===== config.mk =====
export PLATFORM = sky130hd
export DESIGN_NAME = shell_command_tokenizer_unit
export DESIGN_NICKNAME = d
export VERILOG_FILES = /design/src/rtl/core/sct_pkg.sv /design/src/rtl/core/shell_command_tokenizer_unit.sv
export VERILOG_INCLUDE_DIRS = /design/src /design/src/rtl/core
export SDC_FILE = /design/constraint.sdc
export NUM_CORES = 1
export LEC_CHECK = 0
export ABC_AREA = 1
export CAP_MARGIN = 5
export CORE_UTILIZATION = 60
export CTS_CLUSTER_SIZE = 24
export DETAILED_ROUTE_END_ITERATION = 7
export DONT_BUFFER_PORTS = 1
export PLACE_DENSITY_LB_ADDON = 0.2
export SETUP_SLACK_MARGIN = 0.3
export SYNTH_ARGS = -nofsm -noshare
export SYNTH_HDL_FRONTEND = slang
export SYNTH_SLANG_ARGS = --single-unit

===== constraint.sdc =====
create_clock -name clk -period 8.5 [get_ports clk]
set_input_delay 0.425 -clock clk [delete_from_list [all_inputs] [get_ports clk]]
set_output_delay 0.425 -clock clk [all_outputs]
set_load 0.005 [all_outputs]

===== src/rtl/core/shell_command_tokenizer_unit_macros.svh =====
// Assertion macros for the shell command tokenizer.
// Included by the top level; needs a clk and an active-low rst_n in scope.
`ifndef SHELL_COMMAND_TOKENIZER_UNIT_MACROS_SVH
`define SHELL_COMMAND_TOKENIZER_UNIT_MACROS_SVH
`ifndef SYNTH
// Same-cycle implication.
`define SCT_ASSERT_IMPLY(lbl, pre, post, msg) \
    lbl: assert property (@(posedge clk) disable iff (!rst_n) (pre) |-> (post)) \
        else $error(msg);
// Next-cycle implication.
`define SCT_ASSERT_NEXT(lbl, pre, post, msg) \
    lbl: assert property (@(posedge clk) disable iff (!rst_n) (pre) |=> (post)) \
        else $error(msg);
`else
`define SCT_ASSERT_IMPLY(lbl, pre, post, msg)
`define SCT_ASSERT_NEXT(lbl, pre, post, msg)
`endif
`endif


===== src/rtl/core/sct_pkg.sv =====
// Types, codes and small decode functions for the shell command tokenizer.
// No dependencies.
`timescale 1ns / 1ps

package sct_pkg;

    // Lexer modes.
    localparam logic [2:0] MODE_IDLE  = 3'd0;
    localparam logic [2:0] MODE_WORD  = 3'd1;
    localparam logic [2:0] MODE_QUOTE = 3'd2;
    localparam logic [2:0] MODE_HELD  = 3'd3;
    localparam logic [2:0] MODE_SKIP  = 3'd4;

    // Event codes.
    localparam logic [1:0] EV_START = 2'd0;
    localparam logic [1:0] EV_CHAR  = 2'd1;
    localparam logic [1:0] EV_DONE  = 2'd2;

    // Token kinds.
    localparam logic [1:0] KIND_WORD   = 2'd0;
    localparam logic [1:0] KIND_STRING = 2'd1;
    localparam logic [1:0] KIND_OP     = 2'd2;

    // Characters.
    localparam logic [7:0] CH_GT     = 8'h3E;
    localparam logic [7:0] CH_LT     = 8'h3C;
    localparam logic [7:0] CH_PIPE   = 8'h7C;
    localparam logic [7:0] CH_AMP    = 8'h26;
    localparam logic [7:0] CH_RPAREN = 8'h29;
    localparam logic [7:0] CH_LPAREN = 8'h28;
    localparam logic [7:0] CH_DQUOTE = 8'h22;
    localparam logic [7:0] CH_SQUOTE = 8'h27;
    localparam logic [7:0] CH_NUL    = 8'h00;

    localparam logic [7:0] TOKEN_LIMIT_RESET = 8'd199;

    // One input byte causes at most four beats.
    localparam int RES_SLOTS = 4;

    typedef struct packed {
        logic [1:0] event_kind;
        logic [1:0] token_kind;
        logic [7:0] token_char;
        logic [7:0] tokens_seen;
    } result_t;

    typedef struct packed {
        logic [1:0]                last_idx;
        result_t [RES_SLOTS-1:0]   res;
    } bundle_t;

    function automatic result_t make_result(logic [1:0] ev, logic [1:0] kind,
                                            logic [7:0] ch, logic [7:0] count);
        result_t r;
        r.event_kind  = ev;
        r.token_kind  = kind;
        r.token_char  = ch;
        r.tokens_seen = count;
        return r;
    endfunction

    function automatic logic is_blank(logic [7:0] b);
        logic hit;
        case (b) inside
            [8'd9:8'd13], 8'd32: hit = 1'b1;
            default:             hit = 1'b0;
        endcase
        return hit;
    endfunction

    function automatic logic is_word_stop(logic [7:0] b);
        logic hit;
        case (b) inside
            CH_GT, CH_LT, CH_PIPE, CH_RPAREN: hit = 1'b1;
            default:                          hit = 1'b0;
        endcase
        return hit;
    endfunction

    // Mode after a token completes: skip the rest of the line at the limit.
    function automatic logic [2:0] end_mode(logic [7:0] total, logic [7:0] limit);
        return (total >= limit) ? MODE_SKIP : MODE_IDLE;
    endfunction

endpackage


===== src/rtl/core/shell_command_tokenizer_unit.sv =====
// Streaming command-line tokenizer: lexer state, result queue and output port.
// Depends on sct_pkg and shell_command_tokenizer_unit_macros.svh.
`timescale 1ns / 1ps
`include "shell_command_tokenizer_unit_macros.svh"

//  Channel  | Handshake           | Beat contents
//  ---------+---------------------+------------------------------------------------
//  input    | in_valid / in_stall | line_byte, line_end
//  output   | out_valid/out_stall | event_kind, token_kind, token_char,
//           |                     | tokens_seen, run_last
//  config   | cfg_write           | cfg_data (token limit)
//
// An input beat is decoded in the cycle it is accepted; every result beat it causes is
// written as one bundle into a two-entry queue, so one byte per cycle is taken as long
// as each byte causes at most one output beat and out_stall is low. A byte that causes
// several beats holds the output port until all are taken, setting the sustained rate
// once the queue fills. Reset puts the lexer between tokens, clears the count and the
// queue, and sets the token limit to 199. in_stall rises only while the queue is full.

module shell_command_tokenizer_unit
    import sct_pkg::*;
(
    input  logic       clk,
    input  logic       rst_n,

    input  logic       cfg_write,
    input  logic [7:0] cfg_data,

    input  logic       in_valid,
    output logic       in_stall,
    input  logic [7:0] line_byte,
    input  logic       line_end,

    output logic       out_valid,
    input  logic       out_stall,
    output logic [1:0] event_kind,
    output logic [1:0] token_kind,
    output logic [7:0] token_char,
    output logic [7:0] tokens_seen,
    output logic       run_last
);

    // Lexer state. The kind of the open token follows from the mode.
    logic [2:0] mode_reg,  mode_next;
    logic       quote_reg, quote_next;
    logic       held_reg,  held_next;
    logic [7:0] total_reg, total_next;
    logic [7:0] limit_reg;

    // Results of the byte being decoded.
    result_t [RES_SLOTS-1:0] res_c;
    logic [2:0]              n_c;
    logic                    from_idle;

    // Result queue: two bundles, plus the beat index inside the head bundle.
    bundle_t    slot_reg [2];
    logic       wr_ptr_reg, rd_ptr_reg;
    logic [1:0] cnt_reg, cnt_next;
    logic [1:0] sub_reg;
    bundle_t    head;
    result_t    head_res;

    logic in_take, out_take, push, pop;

    // Decode one byte against the current mode. Results are packed in order; n_c
    // counts them.
    always_comb
    begin
        mode_next  = mode_reg;
        quote_next = quote_reg;
        held_next  = held_reg;
        total_next = total_reg;
        res_c      = '0;
        n_c        = 3'd0;
        from_idle  = 1'b0;

        if (line_end) begin
            // A held redirect still goes out as an operator; open words and quotes
            // simply end.
            if (mode_reg == MODE_HELD) begin
                total_next = total_next + 8'd1;
                res_c[0] = make_result(EV_START, KIND_OP, CH_NUL, total_next);
                res_c[1] = make_result(EV_CHAR, KIND_OP, held_reg ? CH_LT : CH_GT,
                                       total_next);
                n_c = 3'd2;
            end
            res_c[n_c[1:0]] = make_result(EV_DONE, KIND_WORD, CH_NUL, total_next);
            n_c        = n_c + 3'd1;
            mode_next  = MODE_IDLE;
            quote_next = 1'b0;
            held_next  = 1'b0;
            total_next = 8'd0;
        end else if (line_byte != CH_NUL) begin
            unique case (mode_reg)
                MODE_IDLE:
                begin
                    from_idle = 1'b1;
                end
                MODE_WORD:
                begin
                    if (is_blank(line_byte)) begin
                        mode_next = end_mode(total_next, limit_reg);
                    end else if (is_word_stop(line_byte)) begin
                        // The stop byte starts a new token unless the limit was hit.
                        mode_next = end_mode(total_next, limit_reg);
                        from_idle = (mode_next == MODE_IDLE);
                    end else begin
                        res_c[0] = make_result(EV_CHAR, KIND_WORD, line_byte, total_next);
                        n_c = 3'd1;
                    end
                end
                MODE_QUOTE:
                begin
                    if (line_byte == (quote_reg ? CH_SQUOTE : CH_DQUOTE)) begin
                        mode_next = end_mode(total_next, limit_reg);
                    end else begin
                        res_c[0] = make_result(EV_CHAR, KIND_STRING, line_byte,
                                               total_next);
                        n_c = 3'd1;
                    end
                end
                MODE_HELD:
                begin
                    total_next = total_next + 8'd1;
                    res_c[0] = make_result(EV_START, KIND_OP, CH_NUL, total_next);
                    res_c[1] = make_result(EV_CHAR, KIND_OP, held_reg ? CH_LT : CH_GT,
                                           total_next);
                    n_c = 3'd2;
                    mode_next = end_mode(total_next, limit_reg);
                    if (line_byte == CH_LPAREN) begin
                        res_c[2] = make_result(EV_CHAR, KIND_OP, CH_LPAREN, total_next);
                        n_c = 3'd3;
                    end else begin
                        from_idle = (mode_next == MODE_IDLE);
                    end
                end
                MODE_SKIP:
                begin
                end
                default:
                begin
                    mode_next = MODE_IDLE;
                    from_idle = 1'b1;
                end
            endcase

            // Start of a new token from between tokens.
            if (from_idle) begin
                if (line_byte == CH_GT || line_byte == CH_LT) begin
                    held_next = (line_byte == CH_LT);
                    mode_next = MODE_HELD;
                end else if (line_byte == CH_RPAREN || line_byte == CH_AMP ||
                             line_byte == CH_PIPE) begin
                    total_next = total_next + 8'd1;
                    res_c[n_c[1:0]] = make_result(EV_START, KIND_OP, CH_NUL, total_next);
                    n_c = n_c + 3'd1;
                    res_c[n_c[1:0]] = make_result(EV_CHAR, KIND_OP, line_byte, total_next);
                    n_c = n_c + 3'd1;
                    mode_next = end_mode(total_next, limit_reg);
                end else if (is_blank(line_byte)) begin
                    // Separator only.
                end else if (line_byte == CH_DQUOTE || line_byte == CH_SQUOTE) begin
                    quote_next = (line_byte == CH_SQUOTE);
                    total_next = total_next + 8'd1;
                    res_c[n_c[1:0]] = make_result(EV_START, KIND_STRING, CH_NUL,
                                                  total_next);
                    n_c = n_c + 3'd1;
                    mode_next = MODE_QUOTE;
                end else begin
                    total_next = total_next + 8'd1;
                    res_c[n_c[1:0]] = make_result(EV_START, KIND_WORD, CH_NUL, total_next);
                    n_c = n_c + 3'd1;
                    res_c[n_c[1:0]] = make_result(EV_CHAR, KIND_WORD, line_byte,
                                                  total_next);
                    n_c = n_c + 3'd1;
                    mode_next = MODE_WORD;
                end
            end
        end
    end

    // Handshakes. A byte that causes no beat is still accepted but takes no queue entry.
    assign in_stall = (cnt_reg == 2'd2);
    assign in_take  = in_valid && !in_stall;
    assign push     = in_take && (n_c != 3'd0);

    assign head     = slot_reg[rd_ptr_reg];
    assign head_res = head.res[sub_reg];
    assign out_valid = (cnt_reg != 2'd0);
    assign out_take  = out_valid && !out_stall;
    assign pop       = out_take && (sub_reg == head.last_idx);

    assign event_kind  = head_res.event_kind;
    assign token_kind  = head_res.token_kind;
    assign token_char  = head_res.token_char;
    assign tokens_seen = head_res.tokens_seen;
    assign run_last    = (sub_reg == head.last_idx);

    always_comb
    begin
        cnt_next = cnt_reg;
        if (push && !pop) begin
            cnt_next = cnt_reg + 2'd1;
        end else if (pop && !push) begin
            cnt_next = cnt_reg - 2'd1;
        end
    end

    // Control state.
    always_ff @(posedge clk or negedge rst_n)
    begin
        if (!rst_n) begin
            mode_reg   <= MODE_IDLE;
            quote_reg  <= 1'b0;
            held_reg   <= 1'b0;
            total_reg  <= 8'd0;
            limit_reg  <= TOKEN_LIMIT_RESET;
            wr_ptr_reg <= 1'b0;
            rd_ptr_reg <= 1'b0;
            cnt_reg    <= 2'd0;
            sub_reg    <= 2'd0;
        end else begin
            if (cfg_write) begin
                limit_reg <= cfg_data;
            end
            if (in_take) begin
                mode_reg  <= mode_next;
                quote_reg <= quote_next;
                held_reg  <= held_next;
                total_reg <= total_next;
            end
            if (push) begin
                wr_ptr_reg <= !wr_ptr_reg;
            end
            if (pop) begin
                rd_ptr_reg <= !rd_ptr_reg;
                sub_reg    <= 2'd0;
            end else if (out_take) begin
                sub_reg <= sub_reg + 2'd1;
            end
            cnt_reg <= cnt_next;
        end
    end

    // Queue payload; no reset needed.
    always_ff @(posedge clk)
    begin
        if (push) begin
            slot_reg[wr_ptr_reg].res      <= res_c;
            slot_reg[wr_ptr_reg].last_idx <= 2'(n_c - 3'd1);
        end
    end

    `SCT_ASSERT_IMPLY(a_cnt_range, 1'b1, cnt_reg != 2'd3, "queue count out of range")
    `SCT_ASSERT_IMPLY(a_sub_in_bundle, out_valid, sub_reg <= head.last_idx, "beat index past bundle")
    `SCT_ASSERT_IMPLY(a_done_is_last, out_valid && event_kind == EV_DONE, run_last, "line done not last beat")
    `SCT_ASSERT_NEXT(a_eol_clears, in_take && line_end, mode_reg == MODE_IDLE && total_reg == 8'd0, "line end did not clear lexer")

endmodule


==> flow_metrics.tcl, run 1 <==
set metrics [dict create \
    critical_path.cell_chain "inv_1 -> nor2_1 -> nand3_1 -> nand2_1 -> inv_1 -> ha_1 -> nand2_1 -> nor2_1 -> nand4_1 -> nand3_1 -> nand3_4 -> nand2_4 -> inv_4 -> nand4_1 -> nand3_1 -> ha_1 -> nand2_1 -> nand2_1 -> inv_2 -> nand2_1 -> inv_2 -> buf_4" \
    synth_common_cells "nand2_1 (274), nor2_1 (229), edfxtp_1 (160), o21ai_0 (128), inv_1 (106)" \
    setup_viol 0 \
    vias 8747 \
    hp-class "input port to register" \
    cts_setup_buffers 0 \
    numPortBuffers 0 \
    netlist_area_mm2 0.0106 \
    wirelength_um 27300 \
    syn_nets 1318 \
    grt_max_degree 81 \
    root_buffer "clkbuf_16" \
    endpoint "slot_reg[0][47]$_DFFE_PP_" \
    yosysTopAreaCell "edfxtp_1" \
    met1_length_um 12200 \
    fillers 1399 \
    crit_top_cell "nand2_1" \
    drt_iter0_drc 1137 \
    core_area_mm2 0.0173 \
    status "finished clean" \
    fmax_mhz 196 \
    critical_path_depth 22 \
    cts_tree "built" \
    power.leakage_nw 4.91 \
    timing.critical_path.buf_inv 6 \
    slowest_delay_ns 0.65 \
    slew_viol_final 0 \
    cts_max_level 4 \
    finalSetupTns_ns 0 \
    dp.cells 1442 \
    first_global_vias 7739 \
    drtPass1Iterations 6 \
    met3_length_um 2890 \
    drc_errors 0 \
    fin_ws_ns 3.39 \
    period_needed_ns 5.11 \
    criticalPathCategory "register to register" \
    synth_ff_type "edfxtp_1" \
    gr-total-overflow 0 \
    pre_cts_slack_ns 3.42 \
    post_cts_resized 0 \
    track_usage 0.310 \
    stdcell_count 1476 \
    regArea_mm2 0.00549 \
    async_flop_share 0.144 \
    fin_crit_sh 0.601 \
    startpoint_type "register" \
    ff2ff_setup_slack_ns 3.39 \
    yosysMostFrequentCell "nand2_1" \
    crit_required_ns 8.58 \
    synthTopCellsByArea "edfxtp_1 (45%), nand2_1 (9.7%), nor2_1 (8.1%)" \
    startpoint "total_reg[0]$_DFFE_PN0P_" \
    crit_path_max_fanout 42 \
    start_util 0.614 \
    grt_first_pass_wirelength_um 42100 \
    fin_skew_ns 0.00890 \
    routed.top_layer "met4" \
    clock_latency_ns 0.43 \
    fin_area_mm2 0.0114 \
    viasPerCell 5.93 \
    avgSynthCellArea_um2 8.44 \
    maxSlewHeadroom 0.194 \
    p_per_area_mw_per_mm2 397 \
    cp_slowest_cell "inv_2" \
    finalHoldViolCount 0 \
    wl_per_cell_um 18.5 \
    layout.nets 1297 \
    max_cap_violations 0 \
    drive_above_1_share 0.0799 \
    peakVddDrop_mv 0.221 \
    cp_top_family "simple AND/OR/NAND/NOR gates" \
    die_h_um 135 \
    ys_seq_elements 187 \
    place_congestion 0.969 \
    end_kind "register" \
    cts_buffers 17 \
    clkTransAtPathRegs_ns 0.07 \
    holdBufCountCts 2 \
    r2r_end "slot_reg[0][47]$_DFFE_PP_" \
    multiInputGateArea_mm2 0.00445 \
    met2_length_um 11800 \
    hpwlAfterDp_um 18900 \
    rr_startpoint "total_reg[0]$_DFFE_PN0P_" \
    antenna_found_initial 0 \
    die_x_um 135 \
    syn_inst 1259 \
    p_total_mw 4.52 \
    largest_register_ffs 160 \
    cp.arrival_ns 5.18 \
    tightest_slew_ns 1.21 \
    cts.sinks 187 \
    ant_nets 0 \
    die_area_mm2 0.0182 \
    synth_edf_count 160 \
    n_antenna_cell 0 \
    yosys.area.top_type_share 0.452 \
    area_delta_synth_final_pct 7.27 \
    place_area_mm2 0.0107 \
    synth_warnings 0 \
    yosysUniqueCellTypes 49 \
    rr_worst_depth 22 \
    io_pins 45 \
    synth_seq_area_share 0.516 \
    rsz0062_at_grt "no" \
    clk_path_buf_depth 2 \
    std_cell_rows 48 \
]
==> how the worst min path moves through the flow <==
| stage | start | to | cells after the start |
|---|---|---|---|
| finish | cfg_write | limit_reg[7]$_DFFE_PN1P_ | 1 |
| global route | cfg_write | limit_reg[2]$_DFFE_PN1P_ | 1 |
| CTS | cfg_write | limit_reg[2]$_DFFE_PN1P_ | 1 |
| detailed placement | rst_n | sub_reg[1]$_DFFE_PN0P_ | 0 |
| global placement | rst_n | sub_reg[1]$_DFFE_PN0P_ | 0 |
| floorplan | rst_n | cnt_reg[0]$_DFFE_PN0P_ | 0 |
==> worst register-to-register path, cell delays in order, from the launching register on <==
cell     delay (ns)
dfrtp_1        0.55
inv_1          0.16
nor2_1         0.22
nand3_1        0.13
nand2_1        0.10
inv_1          0.08
ha_1           0.30
nand2_1        0.07
nor2_1         0.22
nand4_1        0.14
nand3_1        0.18
nand3_4        0.22
nand2_4        0.26
inv_4          0.14
nand4_1        0.10
nand3_1        0.08
ha_1           0.19
nand2_1        0.06
nand2_1        0.11
inv_2          0.09
nand2_1        0.07
inv_2          0.65
buf_4          0.61
==> logic make-up (layout without fill, tap and decap cells) <==
| kind of cell | count (synthesis) | after routing | share of synthesized area |
|---|---|---|---|
| multiplexers | 1 | 1 | 0.00106 |
| AO/OA/AOI/OAI | 218 | 218 | 0.112 |
| XOR/XNOR | 7 | 7 | 0.00577 |
| adder cells (fa/ha/maj) | 37 | 37 | 0.0436 |
| buffers and inverters | 171 | 163 | 0.0649 |
| AND/OR/NAND/NOR | 638 | 638 | 0.257 |
| flip-flops | 187 | 187 | 0.516 |
==> per-layer routing <==
layer,vias up,global-route usage
li1,4205,-
met1,4025,0.470
met2,468,0.449
met3,49,0.0672
met4,0,0.0811
met5,-,0
==> area by class of cell <==
class,count,share of cell area
Clock inverter,15,0.0175
Sequential cell,187,0.482
Clock buffer,17,0.0373
Multi-Input combinational cell,901,0.391
Inverter,121,0.0401
Timing Repair Buffer,10,0.00791
Tap cell,225,0.0247
==> where the power goes <==
part / switching, mW / total [mW] / internal, mW
registers: 0.0896 / 1.47 / 1.38
logic: 1.62 / 2.24 / 0.620
clock network: 0.389 / 0.817 / 0.428
==> metrics by stage <==
stage          hold WS [ns]   util
6_report             0.0580  0.659
2_1_floorplan         0.129      -
5_1_grt              0.0529  0.659
3_5_place_dp          0.130  0.621
4_1_cts              0.0522  0.659
3_3_place_gp          0.130  0.621
==> layout by cell type (no fill, tap or decap), types with 2 or more instances in the layout <==
master	netlist	routed
a21oi_1	31	31
nand3_1	78	78
dfrtp_1	22	21
o22ai_1	22	22
nand2_4	5	5
xor2_1	5	5
buf_4	3	8
clkinv_1	4	3
nand4_1	11	11
edfxtp_1	160	160
nand3_2	6	6
inv_2	10	12
o21ai_1	6	6
dfstp_2	5	5
clkbuf_16	0	17
ha_1	37	37
nor2_2	9	9
inv_8	0	4
clkinv_8	0	4
or2_2	2	2
clkinv_4	0	3
xnor2_1	2	2
nand2_1	274	274
o211ai_1	3	3
o21ai_0	128	128
a31oi_1	20	20
nor2_1	229	228
nor3_1	9	9
inv_1	106	105
nand2_2	8	8
Power figures use the tool's default switching activity.
==> run 2, diff against run 1 <==
Settings changed: CORE_UTILIZATION 60 to 58.
Clock period 8.5 ns to 4.29 ns, I/O delays scaled along.
==> run 2 against run 1 <==
- combinational power up 110%
- sequential share of layout area down 1.8 points
- flip-flop and latch count unchanged
- clock skew up 0.0064 ns
- clock power up 95%
- core utilization up 0.055 points
- maximum frequency up 38%
- via count up 3.3%
- sequential power up 97%
- wire length up 3.0%
- critical path type unchanged
- largest power group unchanged
- highest routed layer unchanged
==> flow_metrics.tcl, run 2 (synthesized netlist as in run 1, its figures left out) <==
set metrics [dict create \
    startpoint "total_reg[4]$_DFFE_PN0P_" \
    critical_path.cell_chain "nand2_1 -> nor3_2 -> nand3_1 -> nand2_1 -> inv_1 -> ha_1 -> nand2_1 -> inv_1 -> nand2_1 -> nand2_1 -> a21oi_2 -> nand3_2 -> nand3_4 -> nand3_4 -> nand2_1 -> nand3_1 -> ha_1 -> nand2_1 -> nand2_2 -> inv_2 -> nand2_2 -> clkinvlp_4 -> buf_12" \
    grt_max_degree 79 \
    root_buffer "clkbuf_16" \
    die_h_um 137 \
    cts_buffers 17 \
    drt_iter0_drc 1072 \
    drive_above_1_share 0.112 \
    numPortBuffers 0 \
    cts_max_level 4 \
    p_per_area_mw_per_mm2 783 \
    cts.sinks 187 \
    cp_slowest_cell "dfrtp_1" \
    crit_path_max_fanout 45 \
    whs_ns 0.0252 \
    crit_top_cell "nand2_1" \
    ff2ff_setup_slack_ns 0.60 \
    cts_tree "built" \
    met1_usage 0.468 \
    period_needed_ns 3.69 \
    drtPass1Iterations 6 \
    viasPerCell 5.94 \
    place_area_mm2 0.0110 \
    wl_per_cell_um 18.5 \
    layout.nets 1338 \
    antenna_found_initial 0 \
    die_area_mm2 0.0189 \
    peakVddDrop_mv 0.528 \
    area_delta_synth_final_pct 11.5 \
    rr_startpoint "total_reg[4]$_DFFE_PN0P_" \
    cp.arrival_ns 3.80 \
    die_x_um 137 \
    fin_skew_ns 0.0153 \
    std_cell_rows 49 \
    core_area_mm2 0.0180 \
    dp.cells 1465 \
    place_congestion 0.987 \
    stdcell_count 1521 \
    grt_use_met3 0.0640 \
    fin_area_mm2 0.0118 \
    slowest_delay_ns 0.47 \
    gr-total-overflow 0 \
    setup_viol 0 \
    ant_nets 0 \
    hp-class "input port to register" \
    criticalPathCategory "register to register" \
    power.leakage_nw 5.11 \
    worstHoldStart "line_end" \
    grt_first_pass_wirelength_um 43500 \
    clock_latency_ns 0.44 \
    wirelength_um 28200 \
    clkTransAtPathRegs_ns 0.07 \
    crit_required_ns 4.40 \
    maxSlewHeadroom 0.191 \
    finalHoldViolCount 0 \
    mostFrequentLayoutCells "nand2_1 (272), nor2_1 (225), edfxtp_1 (160)" \
    top_usage_layer "met1" \
    n_antenna_cell 0 \
    tightest_slew_ns 1.21 \
    max_cap_violations 0 \
    finalSetupTns_ns 0 \
    fmax_mhz 271 \
    status "finished clean" \
    first_global_vias 8099 \
    final_common_cell "nand2_1" \
    vias 9039 \
    slew_viol_final 0 \
    grt_use_met2 0.451 \
    utilization 0.659 \
    drc_errors 0 \
    largest_register_ffs 160 \
    rsz0062_at_grt "no" \
    track_usage 0.312 \
    hpwlAfterDp_um 19800 \
    start_util 0.591 \
    end_kind "register" \
    io_pins 45 \
    clk_path_buf_depth 2 \
    fin_crit_sh 0.859 \
    startpoint_type "register" \
]
run 2: cell count changes in the layout (fill, tap and decap cells not counted), moves of 3 or more:
cell and change:
dlygate4sd3_1 +10, dfrtp_1 -5, buf_12 +5, buf_4 +26
dfrtp_2 +5, nor2_1 -3
run 2: worst max-delay path, delay by kind of cell (launching register included):
kind            cells  cell delay, ns
simple gates       15            1.64
buf+inv             5            0.61
flops               1            0.47
fa+ha+maj           2            0.46
compound gates      1            0.14
run 2: worst paths after layout:
path                                                  end  depth (start not counted)
worst max-delay path             slot_reg[0][4]$_DFFE_PP_                         23
worst min-delay path            slot_reg[0][57]$_DFFE_PP_                          1
worst max register to register   slot_reg[0][4]$_DFFE_PP_                         23
worst min register to register     wr_ptr_reg$_DFFE_PN0N_                          2
max in group asynchronous        limit_reg[1]$_DFFE_PN1P_                          2
min in group asynchronous        total_reg[7]$_DFFE_PN0P_                          2
run 2: metal layers:
layer  up-vias  share of wire
li1       4275              -
met3        42           0.10
met1      4239           0.45
met2       483           0.43
met5         -              0
met4         0          0.019
run 2: timing repair:
action / CTS / global route
setup buffers: 0 / 12
gates resized for setup: 0 / 8
hold buffers: 12 / 0
endpoints found under the setup margin: 0 / 141
hold endpoints to repair: 36 / 0
run 2: layout make-up:
type | count | area (um2)
Fill cell | 1463 | 6120
Timing Repair Buffer | 51 | 485
Clock buffer | 18 | 429
Multi-Input combinational cell | 901 | 4510
Tap cell | 229 | 287
Sequential cell | 187 | 5490
Clock inverter | 14 | 174
Inverter | 121 | 460
run 2: stage by stage:
step	power [mW]	worst slack (ns)
6_report	9.28	0.603
5_1_grt	9.92	0.270
4_1_cts	9.03	0.424
3_5_place_dp	7.43	0.457
3_3_place_gp	7.33	0.530
2_1_floorplan	6.19	0.0862
run 2: report_power, final:
group	total, mW	internal [mW]	switching (mW)
sequential	2.90	2.73	0.177
combinational	4.78	1.48	3.30
clock	1.59	0.839	0.753
==> run 3, diff against run 2 <==
Settings changed: CELL_PAD_IN_SITES_DETAIL_PLACEMENT from default to 1, CELL_PAD_IN_SITES_GLOBAL_PLACEMENT from default to 2, CORE_UTILIZATION 58 to 36.
==> run 3 against run 2 <==
- design area increased by 2.5%
- register-to-register slack got worse by 0.08 ns
- core utilization decreased by 24 points
- final cell count increased by 11%
- global-route usage decreased by 8.0 points
- clock power about the same
- wire length increased by 24%
- first-iteration DRC count decreased by 46%
- setup slack got worse by 0.081 ns
- critical path type unchanged
==> flow_metrics.tcl, run 3 (synthesized netlist as in run 1, its figures left out) <==
set metrics [dict create \
    status "finished clean" \
    n_antenna_cell 0 \
    fin_area_mm2 0.0121 \
    start_util 0.368 \
    criticalPathCategory "register to register" \
    pre_cts_slack_ns 0.352 \
    rsz0062_at_grt "yes" \
    max_cap_violations 0 \
    startpoint_type "register" \
    cts_max_level 4 \
    antenna_found_initial 0 \
    peakVddDrop_mv 0.410 \
    die_x_um 174 \
    gr-total-overflow 0 \
    track_usage 0.231 \
    drc_errors 0 \
    cts.sinks 187 \
    final_common_cell "nand2_1" \
    wirelength_um 35000 \
    tightest_slew_ns 1.29 \
    stdcell_count 1684 \
    grt_max_degree 81 \
    p_per_area_mw_per_mm2 802 \
    dp.cells 1613 \
    place_area_mm2 0.0111 \
    grt_first_pass_wirelength_um 52800 \
    die_h_um 174 \
    power.leakage_nw 5.17 \
    first_global_vias 8733 \
    vias 8858 \
    cts_buffers 17 \
    viasPerCell 5.26 \
    fmax_mhz 265 \
    hpwlAfterDp_um 24300 \
    clk_path_buf_depth 2 \
    drt_iter0_drc 576 \
    io_pins 45 \
    cts_tree "built" \
    cp.arrival_ns 3.96 \
    ant_nets 0 \
    die_area_mm2 0.0302 \
    largest_register_ffs 160 \
    fin_ws_ns 0.522 \
    mostFrequentLayoutCells "nand2_1 (272), nor2_1 (225), edfxtp_1 (160)" \
    maxSlewHeadroom 0.139 \
    slew_viol_final 0 \
    wl_per_cell_um 20.8 \
    finalHoldViolCount 0 \
    fin_skew_ns 0.0151 \
    clkTransAtPathRegs_ns 0.08 \
    layout.nets 1346 \
    crit_path_max_fanout 22 \
    std_cell_rows 62 \
    root_buffer "clkbuf_16" \
    setup_viol 0 \
    hp-class "input port to register" \
    utilization 0.421 \
    place_congestion 0.824 \
    crit_required_ns 4.48 \
    period_needed_ns 3.77 \
    clock_latency_ns 0.45 \
    finalSetupTns_ns 0 \
    end_kind "register" \
    drive_above_1_share 0.119 \
    drtPass1Iterations 5 \
    numPortBuffers 0 \
    fin_crit_sh 0.878 \
    area_delta_synth_final_pct 14.3 \
    core_area_mm2 0.0289 \
]
[run 3: worst paths after layout]
| path | startpoint | slack, ns | end | cells past startpoint |
|---|---|---|---|---|
| min in group asynchronous | rst_n | 0.24 | mode_reg[0]$_DFFE_PN0P_ | 2 |
| setup / recovery | total_reg[0]$_DFFE_PN0P_ | 0.52 | slot_reg[0][23]$_DFFE_PP_ | 22 |
| hold / removal | line_end | 0.04 | slot_reg[0][3]$_DFFE_PP_ | 2 |
| hold reg to reg | wr_ptr_reg$_DFFE_PN0N_ | 0.50 | wr_ptr_reg$_DFFE_PN0N_ | 2 |
| setup reg to reg | total_reg[0]$_DFFE_PN0P_ | 0.52 | slot_reg[0][23]$_DFFE_PP_ | 22 |
| max in group asynchronous | rst_n | 3.81 | limit_reg[1]$_DFFE_PN1P_ | 2 |
[run 3: where the power goes]
| group | internal (mW) | leakage, nW | total (mW) | switching (mW) |
|---|---|---|---|---|
| logic | 1.62 | 3.05 | 5.20 | 3.58 |
| clock network | 0.827 | 0.284 | 1.59 | 0.763 |
| registers | 2.73 | 1.84 | 2.94 | 0.216 |
[run 3: repair_timing]
item | CTS | global route
endpoints found under the hold margin | 39 | 0
hold buffers | 12 | 0
endpoints found under the setup margin | 0 | 160
setup buffers | 0 | 22
gates resized for setup | 0 | 19
[run 3: layout make-up]
| cell class | instances | area, um2 |
|---|---|---|
| repair buffers | 59 | 596 |
| inverters | 121 | 470 |
| multi-input cells | 901 | 4510 |
| well taps | 384 | 480 |
| flip-flops and latches | 187 | 5500 |
| clock buffers | 18 | 429 |
| fillers | 3420 | 16700 |
| clock inverters | 14 | 155 |
[run 3: worst max-delay path, stage by stage (launching register included)]
cell	delay (ns)
dfrtp_2	0.43
inv_1	0.13
nor2_2	0.19
nand3_1	0.13
nand2_1	0.11
inv_1	0.07
ha_1	0.29
nand2_1	0.08
nor2_2	0.18
nand4_1	0.15
nand3_2	0.14
nand2_1	0.10
nor2_4	0.20
o21ai_0	0.13
o21ai_2	0.20
ha_1	0.17
nand2_1	0.06
nand2_2	0.12
inv_2	0.06
nand2_2	0.08
clkinvlp_4	0.14
buf_12	0.18
buf_12	0.16
[run 3: stage by stage]
step / power, mW / hold WS, ns
6_report: 9.73 / 0.0396
5_1_grt: 10.4 / 0.0366
4_1_cts: 9.36 / 0.0220
3_5_place_dp: 7.74 / -0.0799
3_3_place_gp: 7.65 / -0.0797
2_1_floorplan: 6.19 / -0.0811
[run 3: per-layer routing]
metal	routed length [um]	vias up	part of all wire	track usage
met2	15500	157	0.44	0.352
li1	-	4293	-	-
met5	0	-	0	0
met4	499	0	0.014	0.0592
met3	1200	28	0.034	0.0309
met1	17800	4380	0.51	0.345
